### src/rtl/encoder_position_speed_filter_defines.svh
// Assertion helpers used by the top-level RTL file.
`ifndef ENCODER_POSITION_SPEED_FILTER_DEFINES_SVH
`define ENCODER_POSITION_SPEED_FILTER_DEFINES_SVH

// Same-cycle implication, held off during reset.
`define EPSF_ASSERT_IMP(lbl, clk_s, rst_s, ante, cons, msg) \
  lbl: assert property (@(posedge clk_s) disable iff (rst_s) (ante) |-> (cons)) \
    else $error(msg);

// Next-cycle implication, held off during reset.
`define EPSF_ASSERT_NXT(lbl, clk_s, rst_s, ante, cons, msg) \
  lbl: assert property (@(posedge clk_s) disable iff (rst_s) (ante) |=> (cons)) \
    else $error(msg);

`endif

### src/rtl/epsf_pkg.sv
`default_nettype none

package epsf_pkg;

  localparam int POS_W        = 10;
  localparam int ANGLE_W      = 9;
  localparam int SPEED_W      = 11;
  localparam int CFG_IDX_W    = 2;
  localparam int DEF_WINDOW   = 4;
  localparam int DEF_CHANNELS = 2;
  localparam int FULL_TURN    = 1024;
  localparam int HALF_TURN    = 512;
  localparam int DEG_MUL      = 45;
  localparam int DEG_MUL_W    = 6;
  localparam int DEG_SHIFT    = 7;
  localparam int THRESH_RESET = 50;

  typedef enum logic [CFG_IDX_W-1:0] {
    REG_ZERO_OFFSET_A  = 2'd0,
    REG_ZERO_OFFSET_B  = 2'd1,
    REG_JUMP_THRESHOLD = 2'd2
  } cfg_reg_t;

  // Position update handed from the tracker to the window filter.
  typedef struct packed {
    logic             fire;
    logic [POS_W-1:0] pos;
  } pos_upd_t;

endpackage

`default_nettype wire

### src/rtl/epsf_track.sv
`default_nettype none

module epsf_track import epsf_pkg::*; #(
  parameter int CHANNELS = DEF_CHANNELS,
  parameter int CH_W     = (CHANNELS > 1) ? $clog2(CHANNELS) : 1
) (
  input  logic                      clk,
  input  logic                      rst,
  input  logic                      fire,
  input  logic                      channel,
  input  logic [CH_W-1:0]           ch_idx,
  input  logic [POS_W-1:0]          raw_position,
  input  logic [POS_W-1:0]          zero_offset_a,
  input  logic [POS_W-1:0]          zero_offset_b,
  output logic [POS_W-1:0]          position,
  output logic [ANGLE_W-1:0]        angle_degrees,
  output logic signed [SPEED_W-1:0] speed,
  output pos_upd_t                  upd
);

  localparam int PROD_W = POS_W + DEG_MUL_W;
  localparam int D_W    = POS_W + 2;

  logic [POS_W-1:0]        last_position [CHANNELS];
  logic [POS_W-1:0]        offset;
  logic [PROD_W-1:0]       prod;
  logic signed [D_W-1:0]   diff;
  logic signed [D_W-1:0]   diff_wrap;

  always_comb begin
    offset   = (channel == 1'b0) ? zero_offset_a : zero_offset_b;
    // modulo 1024 falls out of the 10-bit subtract
    position = raw_position - offset;
    prod     = PROD_W'(position) * PROD_W'(DEG_MUL);
    angle_degrees = prod[DEG_SHIFT +: ANGLE_W];
  end

  // Take the shorter way round; a tie at the half turn flips sign.
  always_comb begin
    diff = $signed({2'b00, position}) - $signed({2'b00, last_position[ch_idx]});
    if (diff >= $signed(D_W'(HALF_TURN))) begin
      diff_wrap = diff - $signed(D_W'(FULL_TURN));
    end else if (diff <= -$signed(D_W'(HALF_TURN))) begin
      diff_wrap = diff + $signed(D_W'(FULL_TURN));
    end else begin
      diff_wrap = diff;
    end
    speed = diff_wrap[SPEED_W-1:0];
  end

  assign upd.fire = fire;
  assign upd.pos  = position;

  always_ff @(posedge clk) begin
    if (rst) begin
      for (int i = 0; i < CHANNELS; i++) begin
        last_position[i] <= '0;
      end
    end else if (fire) begin
      last_position[ch_idx] <= position;
    end
  end

endmodule

`default_nettype wire

### src/rtl/epsf_window.sv
`default_nettype none

module epsf_window import epsf_pkg::*; #(
  parameter int WINDOW   = DEF_WINDOW,
  parameter int CHANNELS = DEF_CHANNELS,
  parameter int CH_W     = (CHANNELS > 1) ? $clog2(CHANNELS) : 1
) (
  input  logic             clk,
  input  logic             rst,
  input  pos_upd_t         upd,
  input  logic [CH_W-1:0]  ch_idx,
  input  logic [POS_W-1:0] jump_threshold,
  output logic [POS_W-1:0] filtered_position
);

  localparam int SUM_W   = POS_W + $clog2(WINDOW);
  localparam int SH      = SUM_W + $clog2(WINDOW);
  localparam int RECIP   = ((1 << SH) + WINDOW - 1) / WINDOW;
  localparam int MPROD_W = SUM_W + SH;

  // Per channel shift line: tap 0 newest, tap WINDOW-1 oldest.
  logic [POS_W-1:0]   taps    [CHANNELS][WINDOW];
  logic [SUM_W-1:0]   run_sum [CHANNELS];

  logic [POS_W-1:0]   dropped;
  logic [POS_W-1:0]   oldest;
  logic [POS_W-1:0]   jump;
  logic [SUM_W-1:0]   sum_next;
  logic [MPROD_W-1:0] mprod;
  logic [POS_W-1:0]   average;

  always_comb begin
    dropped  = taps[ch_idx][WINDOW-1];
    oldest   = taps[ch_idx][WINDOW-2];
    sum_next = run_sum[ch_idx] + SUM_W'(upd.pos) - SUM_W'(dropped);
    // exact divide by WINDOW through a rounded-up reciprocal
    mprod    = MPROD_W'(sum_next) * MPROD_W'(RECIP);
    average  = mprod[SH +: POS_W];
    jump     = (upd.pos > oldest) ? (upd.pos - oldest) : (oldest - upd.pos);
    filtered_position = (jump > jump_threshold) ? oldest : average;
  end

  always_ff @(posedge clk) begin
    if (rst) begin
      for (int c = 0; c < CHANNELS; c++) begin
        run_sum[c] <= '0;
        for (int k = 0; k < WINDOW; k++) begin
          taps[c][k] <= '0;
        end
      end
    end else if (upd.fire) begin
      run_sum[ch_idx] <= sum_next;
      taps[ch_idx][0] <= upd.pos;
      for (int k = 1; k < WINDOW; k++) begin
        taps[ch_idx][k] <= taps[ch_idx][k-1];
      end
    end
  end

endmodule

`default_nettype wire

### src/rtl/encoder_position_speed_filter.sv
//  channel   direction  handshake            payload
//  request   in         req_valid/req_ready  channel, raw_position
//  result    out        res_valid/res_ready  channel_out, position, angle_degrees,
//                                            speed, filtered_position
//  config    in         cfg_write            cfg_index, cfg_data
//
//  One request per cycle sustained while results are drained; a request lands in the
//  input register, and its result then moves into the result register.
//  Per-channel state (last position, shift line, running sum) updates as the request
//  moves into the result register, so a back-to-back request sees it at once.
//  A stalled result holds; the input register still takes a request once it drains.
//  rst is synchronous and resets state, settings and valid flags; no clearing pass.
`default_nettype none

`include "encoder_position_speed_filter_defines.svh"

module encoder_position_speed_filter import epsf_pkg::*; #(
  parameter int WINDOW   = DEF_WINDOW,
  parameter int CHANNELS = DEF_CHANNELS
) (
  input  logic                      clk,
  input  logic                      rst,
  input  logic                      cfg_write,
  input  logic [CFG_IDX_W-1:0]      cfg_index,
  input  logic [POS_W-1:0]          cfg_data,
  input  logic                      req_valid,
  output logic                      req_ready,
  input  logic                      channel,
  input  logic [POS_W-1:0]          raw_position,
  output logic                      res_valid,
  input  logic                      res_ready,
  output logic                      channel_out,
  output logic [POS_W-1:0]          position,
  output logic [ANGLE_W-1:0]        angle_degrees,
  output logic signed [SPEED_W-1:0] speed,
  output logic [POS_W-1:0]          filtered_position
);

  localparam int CH_W = (CHANNELS > 1) ? $clog2(CHANNELS) : 1;

  // configuration
  logic [POS_W-1:0] zero_offset_a;
  logic [POS_W-1:0] zero_offset_b;
  logic [POS_W-1:0] jump_threshold;

  // input register
  logic             s1_valid;
  logic             s1_channel;
  logic [POS_W-1:0] s1_raw;

  logic             res_load;
  logic             s1_adv;
  logic [CH_W-1:0]  ch_idx;

  logic [POS_W-1:0]          calc_pos;
  logic [ANGLE_W-1:0]        calc_angle;
  logic signed [SPEED_W-1:0] calc_speed;
  logic [POS_W-1:0]          calc_filt;
  pos_upd_t                  upd;

  always_ff @(posedge clk) begin
    if (rst) begin
      zero_offset_a  <= '0;
      zero_offset_b  <= '0;
      jump_threshold <= POS_W'(THRESH_RESET);
    end else if (cfg_write) begin
      unique case (cfg_reg_t'(cfg_index))
        REG_ZERO_OFFSET_A:  zero_offset_a  <= cfg_data;
        REG_ZERO_OFFSET_B:  zero_offset_b  <= cfg_data;
        REG_JUMP_THRESHOLD: jump_threshold <= cfg_data;
        default: ;  // drop writes to unknown indexes
      endcase
    end
  end

  // Result register loads when empty or being drained; the input register
  // advances into it, and refills in the same cycle.
  assign res_load  = !res_valid || res_ready;
  assign s1_adv    = s1_valid && res_load;
  assign req_ready = !s1_valid || s1_adv;

  always_ff @(posedge clk) begin
    if (rst) begin
      s1_valid <= 1'b0;
    end else if (req_ready) begin
      s1_valid <= req_valid;
    end
  end

  always_ff @(posedge clk) begin
    if (req_valid && req_ready) begin
      s1_channel <= channel;
      s1_raw     <= raw_position;
    end
  end

  // Channels past the configured count fold onto the last one.
  always_comb begin
    if (int'(s1_channel) < CHANNELS) begin
      ch_idx = CH_W'(s1_channel);
    end else begin
      ch_idx = CH_W'(CHANNELS - 1);
    end
  end

  epsf_track #(
    .CHANNELS (CHANNELS),
    .CH_W     (CH_W)
  ) u_track (
    .clk           (clk),
    .rst           (rst),
    .fire          (s1_adv),
    .channel       (s1_channel),
    .ch_idx        (ch_idx),
    .raw_position  (s1_raw),
    .zero_offset_a (zero_offset_a),
    .zero_offset_b (zero_offset_b),
    .position      (calc_pos),
    .angle_degrees (calc_angle),
    .speed         (calc_speed),
    .upd           (upd)
  );

  epsf_window #(
    .WINDOW   (WINDOW),
    .CHANNELS (CHANNELS),
    .CH_W     (CH_W)
  ) u_window (
    .clk               (clk),
    .rst               (rst),
    .upd               (upd),
    .ch_idx            (ch_idx),
    .jump_threshold    (jump_threshold),
    .filtered_position (calc_filt)
  );

  // result register
  always_ff @(posedge clk) begin
    if (rst) begin
      res_valid <= 1'b0;
    end else if (res_load) begin
      res_valid <= s1_valid;
    end
  end

  always_ff @(posedge clk) begin
    if (s1_adv) begin
      channel_out       <= s1_channel;
      position          <= calc_pos;
      angle_degrees     <= calc_angle;
      speed             <= calc_speed;
      filtered_position <= calc_filt;
    end
  end

  `EPSF_ASSERT_NXT(a_adv_shows_result, clk, rst, s1_adv, res_valid, "advanced request lost")
  `EPSF_ASSERT_IMP(a_full_blocks_req, clk, rst, s1_valid && res_valid && !res_ready, !req_ready, "request taken while full")
  `EPSF_ASSERT_IMP(a_angle_range, clk, rst, res_valid, angle_degrees <= 9'd359, "angle out of range")
  `EPSF_ASSERT_IMP(a_speed_range, clk, rst, res_valid, speed[SPEED_W-1:0] != 11'h400, "speed out of range")

endmodule

`default_nettype wire

### config.mk
export PLATFORM = sky130hd
export DESIGN_NAME = encoder_position_speed_filter
export DESIGN_NICKNAME = d
export VERILOG_FILES = /design/src/rtl/epsf_pkg.sv /design/src/rtl/epsf_track.sv /design/src/rtl/epsf_window.sv /design/src/rtl/encoder_position_speed_filter.sv
export VERILOG_INCLUDE_DIRS = /design/src /design/src/rtl
export SDC_FILE = /design/constraint.sdc
export NUM_CORES = 1
export LEC_CHECK = 0
export BUFFER_PORTS_ARGS = -buffer_cell sky130_fd_sc_hd__buf_2
export CORE_ASPECT_RATIO = 1.25
export CORE_MARGIN = 3
export CORE_UTILIZATION = 30
export CTS_BUF_LIST = sky130_fd_sc_hd__clkbuf_2
export DETAILED_ROUTE_END_ITERATION = 8
export GPL_TIMING_DRIVEN = 0
export SLEW_MARGIN = 30
export SYNTH_ARGS = -nofsm -noshare
export SYNTH_HDL_FRONTEND = slang
export SYNTH_HIERARCHICAL = 1
export SYNTH_SLANG_ARGS = --single-unit
### constraint.sdc
create_clock -name clk -period 7.7 [get_ports clk]
set_input_delay 0.385 -clock clk [delete_from_list [all_inputs] [get_ports clk]]
set_output_delay 0.385 -clock clk [all_outputs]
set_load 0.01 [all_outputs]
# [Word level (Yosys, flattened, before mapping)]
# Memory sizes are Yosys's and may differ from the RTL's. A register that Yosys moved wholly into a read port is not among the register bits.
# Index checks and enable logic that the tools add are counted.
[word_totals] ramBits=124 output_inout_bits=43 wordCells=65 memories=3 reg_bits=84 in_bits=28
[op_classes] n_lt_le_gt_ge=4 n_mul=1 addsub=8 n_reduce_logical=13 n_eq_ne=2 mux=22
[mem_list] name="u_window.taps" depth=2 width=40 rd=1 rd_ports_with_merged_regs=1 write_ports=2 line="epsf_window.sv:22" source="logic [POS_W-1:0] taps [CHANNELS][WINDOW];"
[mem_list] name="u_window.run_sum" depth=2 width=12 rd=1 rd_ports_with_merged_regs=1 write_ports=2 line="epsf_window.sv:23" source="logic [SUM_W-1:0] run_sum [CHANNELS];"
[mem_list] name="u_track.last_position" depth=2 width=10 rd=1 rd_ports_with_merged_regs=1 write_ports=2 line="epsf_track.sv:24" source="logic [POS_W-1:0] last_position [CHANNELS];"
[ops] op="$mux 10" n=4
[ops] op="$mux 40" n=1
[ops] op="$reduce_or 40->1" n=1
[ops] op="$sub 10x10->10" n=3
[ops] op="$mux 11" n=2
[ops] op="$gt 10x10->1" n=2
[ops] op="$mul 10x6->16 const B" n=1
[ops] op="$mux 1" n=14
[ops] op="$add 12x10->12" n=1
[ops] op="$mux 12" n=1
[ops] op="$reduce_or 12->1" n=1
[ops] op="$sub 12x10->12" n=1
[ops] op="$add 11x11->11 const B" n=1
[ops] op="$ge 11x11->1 const B" n=1
[ops] op="$le 11x10->1 const B" n=1
[ops] op="$sub 10x10->11" n=1
[ops] op="$sub 11x11->11 const B" n=1
[ops] op="$reduce_or 10->1" n=1
[ops] op="$reduce_and 2->1" n=3
[ops] op="$eq 2x1->1 const B" n=1
[ops] op="$eq 2x2->1 const B" n=1
[ops] op="$logic_and 1x1->1" n=2
[ops] op="$logic_not 1->1" n=2
[ops] op="$logic_not 2->1" n=1
[ops] op="$logic_or 1x1->1" n=2

# [Logic depth before layout (Yosys ltp)]
# Gate-level depths: netlist of the first run.
[depth] depth_word=8 mapped_depth=28 mapped_depth_nobuf=24

# [Hierarchy]
# Netlist of the first run, hierarchy kept.
[modules_own_cells] module="epsf_window" instances=1 area_each_um2=6094.6 seq_area_each_um2=3123.0 cells_per_inst=514
[modules_own_cells] module="epsf_track" instances=1 area_each_um2=3031.7 seq_area_each_um2=600.6 cells_per_inst=338
[modules_own_cells] module="encoder_position_speed_filter" instances=1 area_each_um2=2877.8 seq_area_each_um2=2202.1 cells_per_inst=178

# [Least setup slack after synthesis of the first run]
# Ideal clock, no wire load.
[synth_path] kind="flip-flop to flip-flop" start="reg s1_channel (netlist: ch_idx)" end="reg filtered_position[2], data pin" n_path_buf=3 setup_time_ns=0.262 path_stages_with_launch=27 t_required_ns=7.438 setup_slack_ns=1.798 period_less_slack_ns=5.902 arrival_ns=5.640 cell_sequence="edfxtp_1 -> buf_2 -> mux2i_1 -> ha_1 -> nor2b_1 -> o21ai_0 -> a21boi_0 -> o21ai_0 -> nand2b_1 -> xnor2_1 -> inv_1 -> buf_4 -> inv_1 -> ha_1 -> and3_4 -> a221oi_2 -> o221ai_2 -> nand2_4 -> mux2i_1 -> xor2_1 -> ha_1 -> a21o_1 -> a21o_1 -> a2111oi_0 -> a31oi_1 -> buf_6 -> mux2_1"
[synth_between] elab_chain_cells=6 word_cells_on_any_way=10 classes_between="add/sub (5); order compare (2); mux (3)"
[synth_lines] item="start: declaration" line="encoder_position_speed_filter.sv:48" source="logic s1_channel;"
[synth_lines] item="start signal: assignment" line="encoder_position_speed_filter.sv:92" source="s1_channel <= channel;"
[synth_lines] item="$mux 10 (*)" line="epsf_track.sv:31" source="offset = (channel == 1'b0) ? zero_offset_a : zero_offset_b;"
[synth_lines] item="$sub 10x10->10 (*)" line="epsf_track.sv:33" source="position = raw_position - offset;"
[synth_lines] item="named net calc_pos[5]" line="encoder_position_speed_filter.sv:55" source="logic [POS_W-1:0] calc_pos;"
[synth_lines] item="$sub 10x10->10 or $gt 10x10->1 (tied branches)" line="epsf_window.sv:39" source="jump = (upd.pos > oldest) ? (upd.pos - oldest) : (oldest - upd.pos);"
[synth_lines] item="$mux 10 (*)" line="epsf_window.sv:39"
[synth_lines] item="$gt 10x10->1 (*)" line="epsf_window.sv:40" source="filtered_position = (jump > jump_threshold) ? oldest : average;"
[synth_lines] item="$mux 10 (*)" line="epsf_window.sv:40"
[synth_lines] item="named net calc_filt[2]" line="encoder_position_speed_filter.sv:58" source="logic [POS_W-1:0] calc_filt;"
[synth_lines] item="end signal: assignment" line="encoder_position_speed_filter.sv:152" source="filtered_position <= calc_filt;"
[synth_lines] item="end: declaration" line="encoder_position_speed_filter.sv:36" source="output logic [POS_W-1:0] filtered_position"
# Mark *: on every way through the listed nets, which the timed path passes. The rest lies on a longest branch.
# A chain may end at the register's enable or synchronous reset.

# [Final worst setup path of the first run]
# Same ends and word-level chain as after synthesis.

==> metrics.md, run 1 <==
| Metric | Value |
|---|---|
| Post-Syn Area per Cell | `about 12 sq um` |
| Pwr dens | `roughly 280 mW/mm^2` |
| IO Count | `about 70` |
| Worst slew pin tran | `0.805 ns` |
| Die Width | `185 um` |
| VDD IR max | `~0.00013 V` |
| Crit end category | `register` |
| WHS | `between 0.2 and 0.3 ns` |
| Final ANT Viol Nets | `0` |
| Finished layout cell area | `0.0138 sq mm` |
| Synthesized flop and latch total | `roughly 210` |
| CORE AREA | `between 0.03 and 0.04 sq mm` |
| EDFF count, synth | `176` |
| # port buffers | `70` |
| Worst skew pair latency | `between 0.8 and 0.9 ns` |
| Largest net degree at the start of global routing | `44` |
| DR iter-0 viols | `438` |
| Commonest register cell after synthesis | `edfxtp_1` |
| Synth warn | `6` |
| Most frequent cell after synthesis | `edfxtp_1` |
| TritonCTS buffer count | `55` |
| Number of global-route vias before repair | `about 8400` |
| Post-Synthesis Net Count | `approximately 1200` |
| Max cap viols | `0` |
| Post-Synth Adder-Cell Area | `0.130` |
| Dpl cells | `1601` |
| Synth top area cells | `edfxtp_1 44%, ha_1 8.7%, mux2i_1 7.2%` |
| Post-synth top area share | `0.440` |
| Crit path required time | `approximately 8.4 ns` |
| Die area | `approximately 0.042 sq mm` |
| Row count | `81` |
| Synth area leader | `edfxtp_1` |
| Crit path DAT | `approximately 7.7 ns` |
| Post-synth top cells | `176 x edfxtp_1, 110 x inv_1, 97 x nor2_1` |
| DRC | `0` |
| Largest family of logic cells by synthesized area | `adder cells` |
| Final std cells w/o fill | `roughly 1700` |
| # nets final | `between 1000 and 1500` |
| Initial Utilization | `0.305` |
| Gate Count Post-Synth | `1030` |
| HP Class | `in2reg` |
| Layout cells sized above 1 | `0.174` |
| Vias | `between 8000 and 9000` |
| Simple-gate share of the synthesized area | `0.116` |
| Worst slew margin | `0.448` |
| Maximum clock insertion buffer count | `3` |
| Clk sinks | `208` |
| Layout area overhead | `15.4%` |
| Total gr overflow | `0` |
| Die height | `230 um` |
| Post-synthesis xor/xnor area fraction | `0.0339` |
| Max FO, Critical Path | `10` |
| Mapped Area | `0.0120 sq mm` |
| Final Max Slew Viols | `0` |
| Clk slew on worst S/H paths | `about 0.12 ns` |
| Pre-antenna DRT Iters | `4` |
| Startpoint class of the critical path | `register` |
| Initial antenna violation count | `1` |
| Mux cell area share after synthesis | `0.0867` |
| H-tree level count | `2` |
| Routed WL | `roughly 27 mm` |
| First-pass GRT wire length | `43.0 mm` |
| CTS root buf | `clkbuf_2` |
| HPWL Detailed | `a little under 20 mm` |
| Final count of negative-setup-slack endpoints | `0` |
| WL/cell | `15.7 um` |
| Gr usage total | `0.128` |
| Critical setup path kind | `reg2reg` |
| Gpl congestion | `just under 0.9` |
| Fmax achieved | `about 140 MHz` |
| Leakage power | `6.22 nW` |
| Compound-gate portion of the synthesized area | `0.0847` |
| Sequential fraction of the synthesis area | `0.494` |
| Post-synth ARST share | `0` |
| R2R setup slack | `~0.7 ns` |
| Final period util | `0.909` |
| Synth unique cells | `71` |
| RSZ-0062 raised after global routing | `false` |
| Final Hold Fails | `0` |
| Worst Skew | `roughly 0.078 ns` |
| Final min period | `approximately 7.0 ns` |
| CTS tree | `built` |
| Status | `finished, final reports clean` |
| DP Area | `around 0.013 sq mm` |
| Drt via density | `roughly 4.6` |
-- timing repair --
action                     in CTS  in global routing
hold buffers                   29                  0
hold endpoints to repair       44                  0
setup endpoints to repair       1                  1
pin swaps                       1                  0
buffers inserted                2                  1
gates resized for setup         0                  0
-- where the power goes --
group          switching [mW]  internal [mW]  total [mW]
Sequential             0.0286           1.40        1.43
Combinational           0.968          0.729        1.70
Clock                   0.467          0.268       0.734
-- registers in the layout (all words and copies together) (netlist names), 9 cells and up --
name	count
zero_offset_a	10
jump_threshold	10
zero_offset_b	10
s1_raw	10
position	10
u_window/run_sum	24
u_window/taps	80
speed	11
u_track/last_position	20
angle_degrees	9
filtered_position	10
-- stage by stage --
stage | util | total power [mW] | TNS [ns] | setup WS (ns)
6_report | 0.352 | 3.86 | 0 | 0.704
5_1_grt | 0.352 | 4.18 | 0 | 0.299
4_1_cts | 0.352 | 3.92 | 0 | 0.339
3_5_place_dp | 0.332 | 3.14 | -0.109 | -0.109
3_3_place_gp | 0.330 | 3.11 | -0.205 | -0.140
2_1_floorplan | - | 2.73 | 0 | 1.80
-- cells in the final DEF, fill, tap and decap left out, drive strengths merged, types with 3 or more instances in the layout --
master / Yosys / layout
inv: 110 / 110
nand4: 4 / 4
o31a: 3 / 3
nor3: 9 / 9
or3b: 3 / 3
and2: 38 / 38
a21oi: 32 / 32
xnor2: 26 / 26
xor2: 17 / 17
dlygate4sd3: 0 / 29
a21boi: 4 / 4
mux2i: 86 / 86
nor3b: 3 / 3
dfxtp: 32 / 32
a211oi: 7 / 7
nand2b: 53 / 53
clkinv: 0 / 18
mux2: 16 / 16
clkbuf: 20 / 95
nor2: 97 / 97
o21ai: 20 / 20
buf: 25 / 101
a31oi: 7 / 7
edfxtp: 176 / 176
ha: 83 / 83
a21o: 38 / 38
o211ai: 5 / 5
o21a: 4 / 4
nand3: 9 / 9
o31ai: 4 / 4
nor2b: 5 / 5
and3: 4 / 4
o2111ai: 4 / 4
nand2: 16 / 16
or2: 6 / 6
fa: 25 / 25
nand3b: 8 / 8
-- worst max-delay path, stage by stage, from the launching register on --
cell       delay (ns)
edfxtp_1         0.44
buf_2            0.26
mux2_2           0.29
ha_1             0.16
inv_1            0.05
fa_1             0.42
a21oi_1          0.27
o2111ai_1        0.18
o211ai_1         0.23
xor2_1           0.23
clkbuf_1         0.43
inv_1            0.12
buf_4            0.16
inv_1            0.18
ha_1             0.29
nand4_1          0.22
nor2_1           0.20
nand4_1          0.26
nand2_4          0.25
mux2i_1          0.24
xor2_1           0.18
ha_1             0.27
a21o_1           0.18
a21o_1           0.16
a2111oi_0        0.51
a31oi_1          0.10
buf_6            0.20
mux2_1           0.32
-- cell type report --
class | instances | area [sq um]
antenna | 2 | 5.00
buffer | 45 | 246
clock buffer | 75 | 375
clock inverter | 19 | 88.8
fill | 3932 | 25500
inverter | 110 | 413
multi-input combinational | 667 | 5430
sequential | 208 | 5930
tap | 498 | 623
timing repair buffer | 105 | 738
-- logic make-up (layout without fill, tap and decap cells) --
| family | after synthesis | count (layout) |
|---|---|---|
| buf+inv | 155 | 354 |
| mux | 102 | 102 |
| simple gates | 264 | 264 |
| xor+xnor | 44 | 44 |
| compound gates | 147 | 147 |
| fa+ha+maj | 110 | 110 |
| other cells | 0 | 2 |
| flops | 208 | 208 |
-- final timing paths --
check	startpoint	endpoint	cells after the start
worst min register to register	s1_valid	res_valid	2
worst max register to register	ch_idx	filtered_position[2]	27
worst min-delay path	rst	u_window/run_sum[0][9]	2
worst max-delay path	ch_idx	filtered_position[2]	27
-- metal layers --
metal	part of all wire	track usage	vias up
li1	-	-	3968
met4	0.024	0.0434	0
met1	0.43	0.155	3814
met3	0.047	0.0272	56
met2	0.50	0.225	180
met5	0	0	-
Note: power is estimated with default switching activity, not from simulation.
==> run 2: changes to the inputs <==
- BUFFER_PORTS_ARGS: -buffer_cell sky130_fd_sc_hd__buf_2 -> -buffer_cell sky130_fd_sc_hd__buf_4
==> metrics.md, run 2 (synthesized netlist as in run 1, its figures left out) <==
| Metric | Value |
|---|---|
| Status | `finished, final reports clean` |
| Final Hold Fails | `0` |
| Worst skew pair latency | `approximately 0.91 ns` |
| VDD IR max | `approximately 0.00011 V` |
| Row count | `81` |
| DRC | `0` |
| Total power | `3.93 mW` |
| NetSw | `approximately 1.5 mW` |
| Dpl cells | `between 1500 and 2000` |
| Sw Share | `0.370` |
| Crit end category | `register` |
| Final Max Slew Viols | `0` |
| Layout area overhead | `17.0%` |
| DR iter-0 viols | `~330` |
| Total gr overflow | `0` |
| Worst Skew | `about 0.11 ns` |
| WL/cell | `between 15 and 20 um` |
| Number of gates resized after cts | `0` |
| WHS | `approximately 0.11 ns` |
| Final ANT Viol Nets | `0` |
| Vias | `8052` |
| Combinational share of power | `0.438` |
| Worst setup margin | `around 0.58 ns` |
| Most flops, register | `u_window/taps` |
| Layout cells sized above 1 | `0.178` |
| H-tree level count | `2` |
| Footprint of the multi-input gates | `roughly 0.0054 sq mm` |
| Number of global-route vias before repair | `about 8400` |
| Pwr dens | `between 200 and 300 mW/mm^2` |
| Max FFs per register | `80` |
| Drt via density | `between 4 and 5` |
| Final min period | `slightly above 7 ns` |
| Most common cell after layout, fill and taps aside | `edfxtp_1` |
| Critical Path Slowest Stage Cell | `a2111oi_0` |
| TritonCTS buffer count | `between 50 and 60` |
| Pre-antenna DRT Iters | `5` |
| Crit path buf inv count | `5` |
| Initial Utilization | `0.305` |
| Gpl congestion | `~0.85` |
| IO Count | `71` |
| Die height | `230 um` |
| CTS tree | `built` |
| Commonest cells after routing, fill and taps aside | `176 x edfxtp_1, 110 x inv_1, 97 x nor2_1, 86 x mux2i_1, 85 x buf_4` |
| Crit path required time | `8.36 ns` |
| Worst slew margin | `0.455` |
| FF+latch area | `between 0.005 and 0.006 sq mm` |
| Internal cell power | `between 2 and 2.5 mW` |
| First-pass GRT wire length | `about 43 mm` |
| Clk slew on worst S/H paths | `around 0.1 ns` |
| Max FO, Critical Path | `10` |
| Final count of negative-setup-slack endpoints | `0` |
| Startpoint class of the critical path | `register` |
| CTS root buf | `clkbuf_2` |
| Setup TNS | `0 ns` |
| Gr usage total | `0.129` |
| Sequential power share | `0.364` |
| CP dominant cell by count | `ha_1` |
| CP delay by family, top | `compound AO/OA/AOI/OAI gates` |
| HP Class | `in2reg` |
| Top flop regs | `u_window/taps x80, u_window/run_sum x24, u_track/last_position x20` |
| Fillers | `3932` |
| Largest net degree at the start of global routing | `44` |
| Max stage delay on crit path | `between 0.5 and 0.6 ns` |
| Initial antenna violation count | `1` |
| RSZ-0062 raised after global routing | `false` |
| Leakage power | `6.30 nW` |
| Die Width | `185 um` |
| # port buffers | `70` |
| HPWL Detailed | `about 20 mm` |
| Routed WL | `about 27 mm` |
| Critical setup path kind | `reg2reg` |
| Clk sinks | `208` |
| Crit path DAT | `7.78 ns` |
| Maximum clock insertion buffer count | `3` |
| Final period util | `0.925` |
| Final std cells w/o fill | `approximately 1700` |
| Die area | `0.0425 sq mm` |
| Fmax achieved | `140 MHz` |
| # nets final | `approximately 1300` |
| Pre-CTS setup slack | `-0.179 ns` |
| Clock group share of total power | `0.198` |
| CORE AREA | `0.0393 sq mm` |
| Max cap viols | `0` |
| Worst slew pin tran | `about 0.80 ns` |
[run 2: worst register-to-register path: stages (launching register included)]
cell and delay, ns:
edfxtp_1 0.42, buf_2 0.34, mux2i_1 0.45, ha_1 0.31, nor2b_1 0.12, o21ai_0 0.21
a21boi_0 0.13, o21ai_0 0.33, nand2b_1 0.12, xnor2_1 0.33, inv_1 0.24, buf_4 0.19
inv_1 0.18, ha_1 0.34, and3_4 0.22, a221oi_2 0.37, o221ai_2 0.20, nand2_4 0.20
mux2i_1 0.24, xor2_1 0.18, ha_1 0.26, a21o_1 0.18, a21o_1 0.17, a2111oi_0 0.59
a31oi_1 0.12, buf_6 0.20, mux2_1 0.32
[run 2: power groups by stage]
stage / Clock, mW / Sequential, mW / Combinational (mW)
finish: 0.779 / 1.43 / 1.72
global route: 0.871 / 1.45 / 1.94
CTS: 0.823 / 1.44 / 1.74
detailed placement: 0 / 1.46 / 1.71
global placement: 0 / 1.46 / 1.68
floorplan: 0 / 1.48 / 1.25
[run 2: metrics by stage]
| step | instance area, sq um | util |
|---|---|---|
| final | 14000 | 0.357 |
| after global routing | 14000 | 0.357 |
| after CTS | 14000 | 0.357 |
| after detailed placement | 13200 | 0.337 |
| after global placement | 13200 | 0.334 |
| after floorplan | 12000 | - |
[run 2: routing by layer]
metal | track usage | up-vias | share of wire
met2 | 0.225 | 177 | 0.50
met4 | 0.0464 | 0 | 0.029
li1 | - | 3959 | -
met1 | 0.157 | 3851 | 0.43
met3 | 0.0253 | 65 | 0.047
met5 | 0 | - | 0
[run 2: area by class of cell]
type                    count  share of cell area
clock inverters            10             0.00526
repair buffers            105              0.0645
well taps                 498              0.0444
flip-flops and latches    208               0.422
diodes                      1            0.000178
multi-input cells         667               0.387
clock buffers              83              0.0296
inverters                 110              0.0294
plain buffers              45              0.0176
[run 2: final timing paths]
| check | from | endpoint | slack (ns) | depth (start not counted) |
|---|---|---|---|---|
| setup / recovery | ch_idx | filtered_position[2] | 0.58 | 26 |
| hold / removal | rst | u_window/taps[1][11] | 0.11 | 2 |
| setup reg to reg | ch_idx | filtered_position[2] | 0.58 | 26 |
| hold reg to reg | u_window/taps[1][37] | u_window/taps[1][27] | 0.45 | 1 |
[run 2: what timing repair did]
action                                  4_1_cts  5_1_grt
endpoints found under the hold margin        44        0
buffers inserted                              1        2
endpoints found under the setup margin       10       10
pin swaps                                     1        0
hold buffers                                 29        0
==> run 3: changes to the inputs <==
- RECOVER_POWER: not set -> 50
==> metrics.md, run 3 (synthesized netlist as in run 1, its figures left out) <==
| Metric | Value |
|---|---|
| Pre-antenna DRT Iters | `5` |
| Initial antenna violation count | `1` |
| Initial Utilization | `0.305` |
| Final ANT Viol Nets | `0` |
| Final std cells w/o fill | `around 1700` |
| Largest net degree at the start of global routing | `between 40 and 50` |
| Final min period | `a little over 7 ns` |
| Vias | `8065` |
| CP delay by family, top | `compound AO/OA/AOI/OAI gates` |
| Fmax achieved | `about 140 MHz` |
| Critical setup path kind | `reg2reg` |
| Maximum clock insertion buffer count | `3` |
| Most flops, register | `u_window/taps` |
| WL/cell | `about 16 um` |
| Gpl congestion | `~0.85` |
| Crit path required time | `around 8.4 ns` |
| Setup TNS | `0 ns` |
| Final Hold Fails | `0` |
| Max cap viols | `1` |
| Routed WL | `between 20 and 30 mm` |
| Layout area overhead | `15.1%` |
| Crit path buf inv count | `5` |
| Gr usage total | `0.129` |
| Final count of negative-setup-slack endpoints | `0` |
| Commonest cells after routing, fill and taps aside | `176 x edfxtp_1, 110 x inv_1, 97 x nor2_1, 86 x mux2i_1` |
| Die Width | `about 180 um` |
| HPWL Detailed | `roughly 20 mm` |
| # port buffers | `70` |
| Startpoint class of the critical path | `register` |
| VDD IR max | `approximately 0.00012 V` |
| Max FFs per register | `80` |
| Most common cell after layout, fill and taps aside | `edfxtp_1` |
| Max stage delay on crit path | `0.59 ns` |
| Row count | `81` |
| Fillers | `3983` |
| RSZ-0062 raised after global routing | `false` |
| Top flop regs | `u_window/taps x80, u_window/run_sum x24, u_track/last_position x20` |
| Status | `finished, violations left` |
| Clk sinks | `208` |
| CP dominant cell by count | `ha_1` |
| Die height | `around 230 um` |
| Drt via density | `between 4 and 5` |
| Total gr overflow | `0` |
| HP Class | `in2reg` |
| Dpl cells | `approximately 1600` |
| Worst skew pair latency | `between 0.9 and 1 ns` |
| Final period util | `0.923` |
| Pwr dens | `282 mW/mm^2` |
| Number of global-route vias before repair | `~8400` |
| CORE AREA | `0.0393 sq mm` |
| Layout cells sized above 1 | `0.136` |
| Max FO, Critical Path | `10` |
| CTS root buf | `clkbuf_2` |
| Critical Path Slowest Stage Cell | `a2111oi_0` |
| DR iter-0 viols | `about 350` |
| TritonCTS buffer count | `54` |
| Crit end category | `register` |
| Crit path DAT | `7.77 ns` |
| Leakage power | `roughly 6.1 nW` |
| CTS tree | `built` |
| Worst Skew | `0.120 ns` |
| Worst slew pin tran | `between 2 and 3 ns` |
| WHS | `0.199 ns` |
| Clk slew on worst S/H paths | `~0.090 ns` |
| Die area | `approximately 0.042 sq mm` |
| # nets final | `about 1300` |
| Hold Startpoint | `rst` |
| H-tree level count | `2` |
| Beginning of the worst register-to-register path | `ch_idx` |
| Worst slew margin | `-0.752` |
| First-pass GRT wire length | `around 43 mm` |
| CP startpoint | `ch_idx` |
| Failing checks | `capacitance limit, slew limit` |
| DRC | `0` |
| Final Max Slew Viols | `44` |
| Number of gates resized after cts | `0` |
| IO Count | `71` |
-- run 3: cell count changes in the layout (fill, tap and decap cells not counted), sizes merged --
| cell | before | now |
|---|---|---|
| clkbuf | 103 | 166 |
| buf | 101 | 38 |
-- run 3: path summary, 6_finish.rpt --
check / to / slack (ns) / depth (start not counted)
max: filtered_position[2] / 0.59 / 26
min: u_window/taps[1][11] / 0.20 / 2
max reg2reg: filtered_position[2] / 0.59 / 26
min reg2reg: u_window/taps[1][13] / 0.45 / 1
-- run 3: repair_timing --
action / in CTS / in global routing
hold endpoints to repair: 44 / 0
setup endpoints to repair: 10 / 10
pin swaps: 1 / 0
setup buffers: 1 / 2
gates cloned: 0 / 0
hold buffers: 29 / 0
-- run 3: worst reg2reg max path: stages, from the launching register on --
cell and delay (ns):
edfxtp_1 0.42, buf_2 0.34, mux2i_1 0.44, ha_1 0.31, nor2b_1 0.12, o21ai_0 0.21
a21boi_0 0.13, o21ai_0 0.33, nand2b_1 0.12, xnor2_1 0.33, inv_1 0.24, buf_4 0.19
inv_1 0.18, ha_1 0.34, and3_4 0.22, a221oi_2 0.36, o221ai_2 0.20, nand2_4 0.19
mux2i_1 0.24, xor2_1 0.18, ha_1 0.26, a21o_1 0.18, a21o_1 0.17, a2111oi_0 0.59
a31oi_1 0.12, buf_6 0.20, mux2_1 0.32
-- run 3: layout make-up --
class	count	area [sq um]	share of cell area
multi-input cells	667	5420	0.392
inverters	110	413	0.0299
well taps	498	623	0.0451
diodes	1	2.50	0.000181
flip-flops and latches	208	5930	0.429
clock inverters	10	73.8	0.00534
repair buffers	105	701	0.0507
plain buffers	45	240	0.0174
clock buffers	83	415	0.0301
-- run 3: where the power goes --
part | internal, mW | switching, mW | total, mW
Clock | 0.319 | 0.457 | 0.776
Sequential | 1.40 | 0.0312 | 1.43
Combinational | 0.716 | 0.965 | 1.68
-- run 3: routing by layer --
layer	vias up	global-route usage	share of wire	wire, um
met3	63	0.0253	0.052	1410
met2	178	0.225	0.49	13500
met4	0	0.0464	0.029	783
met1	3859	0.157	0.43	11600
li1	3965	-	-	-
met5	-	0	0	0
-- run 3: through the flow --
| step | worst slack [ns] | power, mW | utilization | area, sq um |
|---|---|---|---|---|
| floorplan | 1.80 | 2.73 | - | 12000 |
| global placement | -0.219 | 3.14 | 0.334 | 13200 |
| detailed placement | -0.179 | 3.18 | 0.337 | 13200 |
| CTS | 0.199 | 4.00 | 0.357 | 14000 |
| global route | 0.0384 | 4.21 | 0.351 | 13800 |
| finish | 0.592 | 3.89 | 0.351 | 13800 |
